**src/hdl/sha1mh_pkg.sv**
```systemverilog
// ---------------------------------------------------------------------------
// sha1mh_pkg
// Types and constants of the SHA-1 message hasher.
// ---------------------------------------------------------------------------
package sha1mh_pkg;

  localparam int QUEUE_DEPTH = 4;
  localparam int BLOCK_BITS  = 512;

  localparam logic [31:0] IV_A = 32'h67452301;
  localparam logic [31:0] IV_B = 32'hEFCDAB89;
  localparam logic [31:0] IV_C = 32'h98BADCFE;
  localparam logic [31:0] IV_D = 32'h10325476;
  localparam logic [31:0] IV_E = 32'hC3D2E1F0;

  localparam logic [31:0] K_0 = 32'h5A827999;
  localparam logic [31:0] K_1 = 32'h6ED9EBA1;
  localparam logic [31:0] K_2 = 32'h8F1BBCDC;
  localparam logic [31:0] K_3 = 32'hCA62C1D6;

  localparam logic KIND_DATA = 1'b0;
  localparam logic KIND_END  = 1'b1;

  localparam logic [7:0] PAD_BYTE = 8'h80;

  typedef struct packed {
    logic       kind;
    logic [7:0] data_byte;
  } in_item_t;

  typedef struct packed {
    logic [31:0] digest_a;
    logic [31:0] digest_b;
    logic [31:0] digest_c;
    logic [31:0] digest_d;
    logic [31:0] digest_e;
  } out_item_t;

  // full block offered from the packer to the round engine
  typedef struct packed {
    logic valid;
    logic last;
  } blk_req_t;

endpackage

```
**src/hdl/sha1mh_fifo.sv**
```systemverilog
// ---------------------------------------------------------------------------
// sha1mh_fifo
// Short item queue between the input port and the block packer.
// ---------------------------------------------------------------------------
module sha1mh_fifo #(
  parameter int DEPTH = sha1mh_pkg::QUEUE_DEPTH
) (
  input  logic                 clk,
  input  logic                 rst,
  input  logic                 wr_valid,
  output logic                 wr_stall,
  input  sha1mh_pkg::in_item_t wr_item,
  output logic                 rd_valid,
  input  logic                 rd_take,
  output sha1mh_pkg::in_item_t rd_item
);

  localparam int AW = (DEPTH > 1) ? $clog2(DEPTH) : 1;
  localparam int CW = $clog2(DEPTH + 1);

  sha1mh_pkg::in_item_t slots [DEPTH];
  logic [AW-1:0] wr_ptr;
  logic [AW-1:0] rd_ptr;
  logic [CW-1:0] cnt;
  logic          wr_en;
  logic          rd_en;

  assign wr_stall = (cnt == CW'(DEPTH));
  assign rd_valid = (cnt != '0);
  assign rd_item  = slots[rd_ptr];
  assign wr_en    = wr_valid && !wr_stall;
  assign rd_en    = rd_valid && rd_take;

  always_ff @(posedge clk) begin
    if (wr_en) begin
      slots[wr_ptr] <= wr_item;
    end
  end

  always_ff @(posedge clk) begin
    if (rst) begin
      wr_ptr <= '0;
      rd_ptr <= '0;
      cnt    <= '0;
    end else begin
      if (wr_en) begin
        wr_ptr <= (wr_ptr == AW'(DEPTH - 1)) ? '0 : wr_ptr + 1'b1;
      end
      if (rd_en) begin
        rd_ptr <= (rd_ptr == AW'(DEPTH - 1)) ? '0 : rd_ptr + 1'b1;
      end
      case ({wr_en, rd_en})
        2'b10:   cnt <= cnt + 1'b1;
        2'b01:   cnt <= cnt - 1'b1;
        default: cnt <= cnt;
      endcase
    end
  end

endmodule

```
**src/hdl/sha1mh_pad.sv**
```systemverilog
// ---------------------------------------------------------------------------
// sha1mh_pad
// Packs message bytes big-endian into 64-byte blocks and appends padding
// and the 64-bit bit length at end of message.
// ---------------------------------------------------------------------------
module sha1mh_pad (
  input  logic                                  clk,
  input  logic                                  rst,
  input  logic                                  q_valid,
  output logic                                  q_take,
  input  sha1mh_pkg::in_item_t                  q_item,
  output sha1mh_pkg::blk_req_t                  blk,
  output logic [sha1mh_pkg::BLOCK_BITS-1:0]     blk_data,
  input  logic                                  blk_take
);

  typedef enum logic [1:0] {
    S_DATA,
    S_ZERO,
    S_LEN
  } state_t;

  state_t       state;
  logic [5:0]   pos;
  logic [2:0]   len_idx;
  logic [60:0]  msg_bytes;
  logic         full;
  logic         full_last;
  logic [sha1mh_pkg::BLOCK_BITS-1:0] blk_buf;

  logic         push;
  logic [7:0]   push_byte;
  logic [63:0]  len_bits;

  assign len_bits     = {msg_bytes, 3'b000};
  assign blk          = '{valid: full, last: full_last};
  assign blk_data     = blk_buf;

  always_comb begin
    q_take    = 1'b0;
    push      = 1'b0;
    push_byte = q_item.data_byte;
    unique case (state)
      S_DATA: begin
        if (q_valid && !full) begin
          q_take = 1'b1;
          push   = 1'b1;
          if (q_item.kind == sha1mh_pkg::KIND_END) begin
            push_byte = sha1mh_pkg::PAD_BYTE;
          end
        end
      end
      S_ZERO: begin
        push_byte = 8'h00;
        push      = !full && (pos != 6'd56);
      end
      S_LEN: begin
        push_byte = len_bits[{~len_idx, 3'b000} +: 8];
        push      = !full;
      end
      default: begin
        push = 1'b0;
      end
    endcase
  end

  always_ff @(posedge clk) begin
    if (push) begin
      blk_buf <= {blk_buf[sha1mh_pkg::BLOCK_BITS-9:0], push_byte};
    end
  end

  always_ff @(posedge clk) begin
    if (rst) begin
      state     <= S_DATA;
      pos       <= '0;
      len_idx   <= '0;
      msg_bytes <= '0;
      full      <= 1'b0;
      full_last <= 1'b0;
    end else begin
      if (blk_take) begin
        full <= 1'b0;
      end
      if (push) begin
        pos <= pos + 1'b1;
        if (pos == 6'd63) begin
          full      <= 1'b1;
          full_last <= (state == S_LEN);
        end
      end
      unique case (state)
        S_DATA: begin
          if (q_take) begin
            if (q_item.kind == sha1mh_pkg::KIND_END) begin
              state <= S_ZERO;
            end else begin
              msg_bytes <= msg_bytes + 1'b1;
            end
          end
        end
        S_ZERO: begin
          if (pos == 6'd56) begin
            state   <= S_LEN;
            len_idx <= '0;
          end
        end
        S_LEN: begin
          if (push) begin
            len_idx <= len_idx + 1'b1;
            if (len_idx == 3'd7) begin
              state     <= S_DATA;
              msg_bytes <= '0;
            end
          end
        end
        default: begin
          state <= S_DATA;
        end
      endcase
    end
  end

endmodule

```
**src/hdl/sha1mh_core.sv**
```systemverilog
// ---------------------------------------------------------------------------
// sha1mh_core
// SHA-1 round engine: one round per cycle with a 16-word rolling schedule,
// chaining words, and the digest output register.
// ---------------------------------------------------------------------------
module sha1mh_core (
  input  logic                               clk,
  input  logic                               rst,
  input  sha1mh_pkg::blk_req_t               blk,
  input  logic [sha1mh_pkg::BLOCK_BITS-1:0]  blk_data,
  output logic                               blk_take,
  output logic                               digest_valid,
  input  logic                               digest_stall,
  output sha1mh_pkg::out_item_t              digest
);

  typedef enum logic [1:0] {
    C_IDLE,
    C_ROUND,
    C_DONE
  } state_t;

  state_t      state;
  logic [6:0]  rnd;
  logic        last;
  logic [31:0] w [16];
  logic [31:0] a, b, c, d, e;
  logic [31:0] h0, h1, h2, h3, h4;

  logic [31:0] f;
  logic [31:0] kc;
  logic [31:0] t;
  logic [31:0] w_new;
  logic [31:0] s0, s1, s2, s3, s4;
  logic        out_free;
  logic        emit;

  assign blk_take = (state == C_IDLE) && blk.valid;
  assign out_free = !digest_valid || !digest_stall;
  assign emit     = (state == C_DONE) && last && out_free;

  always_comb begin
    if (rnd < 7'd20) begin
      f  = (b & c) | (~b & d);
      kc = sha1mh_pkg::K_0;
    end else if (rnd < 7'd40) begin
      f  = b ^ c ^ d;
      kc = sha1mh_pkg::K_1;
    end else if (rnd < 7'd60) begin
      f  = (b & c) | (b & d) | (c & d);
      kc = sha1mh_pkg::K_2;
    end else begin
      f  = b ^ c ^ d;
      kc = sha1mh_pkg::K_3;
    end
  end

  assign t     = {a[26:0], a[31:27]} + f + e + w[0] + kc;
  assign w_new = {w[13][30:0] ^ w[8][30:0] ^ w[2][30:0] ^ w[0][30:0],
                  w[13][31] ^ w[8][31] ^ w[2][31] ^ w[0][31]};

  assign s0 = h0 + a;
  assign s1 = h1 + b;
  assign s2 = h2 + c;
  assign s3 = h3 + d;
  assign s4 = h4 + e;

  // schedule window and working variables
  always_ff @(posedge clk) begin
    if (state == C_IDLE && blk.valid) begin
      for (int k = 0; k < 16; k++) begin
        w[k] <= blk_data[sha1mh_pkg::BLOCK_BITS-1-32*k -: 32];
      end
      a <= h0;
      b <= h1;
      c <= h2;
      d <= h3;
      e <= h4;
    end else if (state == C_ROUND) begin
      for (int k = 0; k < 15; k++) begin
        w[k] <= w[k+1];
      end
      w[15] <= w_new;
      a <= t;
      b <= a;
      c <= {b[1:0], b[31:2]};
      d <= c;
      e <= d;
    end
  end

  always_ff @(posedge clk) begin
    if (rst) begin
      state        <= C_IDLE;
      rnd          <= '0;
      last         <= 1'b0;
      digest_valid <= 1'b0;
      h0           <= sha1mh_pkg::IV_A;
      h1           <= sha1mh_pkg::IV_B;
      h2           <= sha1mh_pkg::IV_C;
      h3           <= sha1mh_pkg::IV_D;
      h4           <= sha1mh_pkg::IV_E;
    end else begin
      if (emit) begin
        digest_valid <= 1'b1;
      end else if (!digest_stall) begin
        digest_valid <= 1'b0;
      end
      unique case (state)
        C_IDLE: begin
          if (blk.valid) begin
            state <= C_ROUND;
            rnd   <= '0;
            last  <= blk.last;
          end
        end
        C_ROUND: begin
          rnd <= rnd + 1'b1;
          if (rnd == 7'd79) begin
            state <= C_DONE;
          end
        end
        C_DONE: begin
          if (!last) begin
            h0    <= s0;
            h1    <= s1;
            h2    <= s2;
            h3    <= s3;
            h4    <= s4;
            state <= C_IDLE;
          end else if (out_free) begin
            digest       <= '{digest_a: s0, digest_b: s1, digest_c: s2,
                              digest_d: s3, digest_e: s4};
            h0           <= sha1mh_pkg::IV_A;
            h1           <= sha1mh_pkg::IV_B;
            h2           <= sha1mh_pkg::IV_C;
            h3           <= sha1mh_pkg::IV_D;
            h4           <= sha1mh_pkg::IV_E;
            state        <= C_IDLE;
          end
        end
        default: begin
          state <= C_IDLE;
        end
      endcase
    end
  end

endmodule

```
**src/hdl/sha1_message_hasher.sv**
```systemverilog
// ---------------------------------------------------------------------------
// sha1_message_hasher
// SHA-1 over a byte stream, one digest per end-of-message item.
// ---------------------------------------------------------------------------
// Items enter a short queue, so the input keeps taking bytes while a block
// is compressed. The packer shifts one byte per cycle into a 64-byte block
// buffer while that buffer is not full; the round engine runs one round per
// cycle, and the next block fills while it runs. A steady byte stream is
// therefore limited by the round engine. An end item adds the padding bytes
// (up to 64 plus 8 length bytes) and one or two compressions before the
// digest appears in the output register.
module sha1_message_hasher #(
  parameter int QUEUE_DEPTH = sha1mh_pkg::QUEUE_DEPTH
) (
  input  logic                  clk,
  input  logic                  rst,
  input  logic                  item_valid,
  output logic                  item_stall,
  input  sha1mh_pkg::in_item_t  item,
  output logic                  digest_valid,
  input  logic                  digest_stall,
  output sha1mh_pkg::out_item_t digest
);

  logic                              q_valid;
  logic                              q_take;
  sha1mh_pkg::in_item_t              q_item;
  sha1mh_pkg::blk_req_t              blk;
  logic [sha1mh_pkg::BLOCK_BITS-1:0] blk_data;
  logic                              blk_take;

  sha1mh_fifo #(
    .DEPTH(QUEUE_DEPTH)
  ) u_fifo (
    .clk      (clk),
    .rst      (rst),
    .wr_valid (item_valid),
    .wr_stall (item_stall),
    .wr_item  (item),
    .rd_valid (q_valid),
    .rd_take  (q_take),
    .rd_item  (q_item)
  );

  sha1mh_pad u_pad (
    .clk      (clk),
    .rst      (rst),
    .q_valid  (q_valid),
    .q_take   (q_take),
    .q_item   (q_item),
    .blk      (blk),
    .blk_data (blk_data),
    .blk_take (blk_take)
  );

  sha1mh_core u_core (
    .clk          (clk),
    .rst          (rst),
    .blk          (blk),
    .blk_data     (blk_data),
    .blk_take     (blk_take),
    .digest_valid (digest_valid),
    .digest_stall (digest_stall),
    .digest       (digest)
  );

endmodule

```
**config.mk**
```make
export PLATFORM = sky130hd
export DESIGN_NAME = sha1_message_hasher
export DESIGN_NICKNAME = d
export VERILOG_FILES = /design/src/hdl/sha1mh_pkg.sv /design/src/hdl/sha1mh_fifo.sv /design/src/hdl/sha1mh_pad.sv /design/src/hdl/sha1mh_core.sv /design/src/hdl/sha1_message_hasher.sv
export SDC_FILE = /design/constraint.sdc
export NUM_CORES = 2
export LEC_CHECK = 0
export BUFFER_PORTS_ARGS = -buffer_cell sky130_fd_sc_hd__buf_2
export CAP_MARGIN = 25
export CORE_ASPECT_RATIO = 0.5
export CORE_MARGIN = 3
export CORE_UTILIZATION = 30
export DETAILED_ROUTE_END_ITERATION = 8
export SLEW_MARGIN = 20
export SYNTH_ARGS = -nofsm -noshare
export SYNTH_HDL_FRONTEND = slang
export SYNTH_SLANG_ARGS = --single-unit
export TNS_END_PERCENT = 10
```
**constraint.sdc**
```tcl
create_clock -name clk -period 49.2 [get_ports clk]
set_clock_uncertainty 0.15 [all_clocks]
set_input_delay 9.84 -clock clk [delete_from_list [all_inputs] [get_ports clk]]
set_output_delay 9.84 -clock clk [all_outputs]
set_load 0.03 [all_outputs]
```
==> reports/metrics.yaml <==
status: "completed"
port_buffers: 174
gp_congestion: 0.9063
yosysSeqAreaShare_pct: 63.15
yosysTopAreaCellShare_pct: 56.25
viasPerCell: 4.755
grt.total_usage_pct: 14.00
slew_headroom_pct: 26.06
dp_slack_ns: 36.06
fin_crit_ns: 12.28
cts.reportedPaths.clkPinSlew_ns: 0.07
crit_required_ns: 49.47
p_per_area_mw_per_mm2: 44.02
period_share_pct: 24.97
yosys.area_share.simple_pct: 14.55
yosysWarnings: 0
final_hold_viol_count: 0
crit_arrival_ns: 12.55
fin_tns_setup_ns: 0
dr.pass1.iters: 6
grt_pass1_wl_mm: 276.8
nets: 6820
hold_class: "flop to flop"
p_sw_mw: 0.9328
drtIter0Drc: 4031
areaGrowthSynthToFinish_pct: 13.56
synth.distinct_cells: 85
rsz0062_at_grt: "false"
p_comb_share_pct: 9.4
hold_path_depth: 0
synth_edf_count: 1380
path_max_fanout: 69
clockRootBuffer: "clkbuf_16"
setup_slack_ns: 36.92
die_h_um: 356.4
core_area_mm2: 0.2420
worstMarginPinSlew_ns: 1.109
grt_max_degree: 182
synth_area_leaders: "edfxtp_1, nand2_1, dfxtp_1, ha_1, fa_1"
cts_tree: "built"
drive_above_1_share_pct: 7.907
crit_path_start_kind: "primary input"
async_flop_share_pct: 0
reg2regPathDepth: 26
start_util_pct: 30.44
synth_xor_area_share_pct: 3.852
synthFlopType: "edfxtp_1"
die_w_um: 706.8
grt_pass1_vias: 45860
ant_nets: 0
holdWs_ns: 0.2813
wl_per_cell_um: 18.22
clock-sinks: 1634
syn_nets: 6679
routed_wl_mm: 178.8
endpoint_kind: "flop"
power_frac_clock_pct: 34.4
crit_type: "primary input to flop"
postCtsSetupBuffers: 0
synthMuxAreaShare_pct: 0.9239
slew_violations: 0
grt_antenna_before_repair: 3
boundaryPins: 175
synth_top_area_cell: "edfxtp_1"
syn-cell-area_mm2: 0.07367
synthCells: 6309
power_switching_share_pct: 25.33
post_cts_resized: 0
grt_overflow: 0
dp_hpwl_mm: 117.8
h-tree-depth: 4
setup_viol_count_final: 0
vdd_ir_drop_max_mv: 0.08441
dieArea_mm2: 0.2519
cap_violations: 0
clk_path_buf_depth: 3
numCtsBuffers: 163
synth_compound_gate_area_share_pct: 7.730
rows: 127
route.detailed.drc: 0
fmax_ghz: 0.08141
seq_power_share_pct: 56.2
power.leakage_nw: 31.67
avgSynthCellArea_um2: 11.68
ys_ff_latch: 1634
reg2reg_slack_ns: 40.40
worstSkewPairLatency_ns: 0.80
synth_top_family_by_area: "simple AND/OR/NAND/NOR gates"
internal-power_mw: 2.750
postCtsHoldBufs: 0
num_vias: 46670
synth-adder-area-share_pct: 7.337
==> metrics by stage <==
| step | power (mW) | util, % | area [um2] | instances |
|---|---|---|---|---|
| after floorplan | 2.624 | - | 73670 | 6309 |
| after global placement | 2.432 | 32.29 | 78150 | 9507 |
| after detailed placement | 2.444 | 32.30 | 78160 | 9507 |
| after CTS | 3.720 | 34.53 | 83570 | 9811 |
| after global routing | 3.856 | 34.57 | 83650 | 9814 |
| final | 3.683 | 34.57 | 83660 | 9815 |
==> power groups by stage <==
stage | logic [mW] | clock network, mW | registers, mW
5_1_grt | 0.397 | 1.35 | 2.10
2_1_floorplan | 0.243 | 0 | 2.38
4_1_cts | 0.347 | 1.30 | 2.08
3_3_place_gp | 0.338 | 0 | 2.09
6_report | 0.346 | 1.27 | 2.07
3_5_place_dp | 0.346 | 0 | 2.10
==> Yosys cell counts, types with 24 or more instances <==
library cell	n
ha_1	232
o21bai_1	25
xnor2_1	224
a221o_1	74
o21a_1	31
nor2b_1	56
nand3_1	52
nand2b_1	33
and3_1	33
clkbuf_1	233
a31oi_1	24
o21ai_0	177
edfxtp_1	1380
fa_1	125
nor2_1	294
xor2_1	100
a22oi_1	49
dfxtp_1	254
nor3_1	37
a21oi_1	187
nand4_1	30
nand2_1	2016
inv_1	228
a22o_1	33
a21o_1	70
or3_1	35
==> state kept, by name (all words and copies together) (netlist names), 36 cells and up, named ones only <==
name,cells
u_core.digest,160
u_core.w,512
u_fifo.slots,36
u_pad.blk_data,512
u_pad.msg_bytes,61
==> cells by family after synthesis <==
kind of cell             Yosys count
adder cells (fa/ha/maj)          357
buffers and inverters            477
multiplexers                      40
AND/OR/NAND/NOR                 2644
XOR/XNOR                         324
AO/OA/AOI/OAI                    833
flip-flops                      1634
==> area by class of cell <==
| type | instances | area [um2] |
|---|---|---|
| multi-input cells | 4198 | 25440 |
| diodes | 1 | 2.502 |
| well taps | 3225 | 4035 |
| repair buffers | 224 | 1384 |
| fillers | 23640 | 158400 |
| flip-flops and latches | 1634 | 46520 |
| clock inverters | 90 | 1050 |
| clock buffers | 214 | 4362 |
| inverters | 229 | 859.6 |
==> path summary, 6_finish.rpt <==
check / from / end
max: digest_stall / u_core.digest[157]
min: u_pad.blk_data[127] / u_pad.blk_data[135]
max reg2reg: u_core.rnd[4] / u_core.a[31]
min reg2reg: u_pad.blk_data[127] / u_pad.blk_data[135]
==> routing by layer <==
metal,vias up,share of wire [%],global-route usage (%),routed length (um)
li1,22330,-,-,-
met1,22970,47,19.71,83630
met2,1112,45,22.18,81120
met3,263,4.6,2.033,8248
met4,0,3.3,4.712,5844
met5,-,0,0,0
==> cells in the final DEF (no fill, tap or decap), types with 173 or more instances in the layout <==
master / Yosys / final
a21oi_1: 187 / 186
buf_2: 0 / 173
dfxtp_1: 254 / 254
edfxtp_1: 1380 / 1380
ha_1: 232 / 232
inv_1: 228 / 228
nand2_1: 2016 / 2013
nor2_1: 294 / 291
o21ai_0: 177 / 177
xnor2_1: 224 / 224
==> worst max-delay path, cell delays in order <==
cell	delay (ns)
buf_2	0.10
nand2_1	0.07
nand3_1	0.20
nor2_4	0.25
buf_4	0.45
buf_4	0.64
buf_4	0.76
Note: power is estimated with default switching activity, not from simulation.
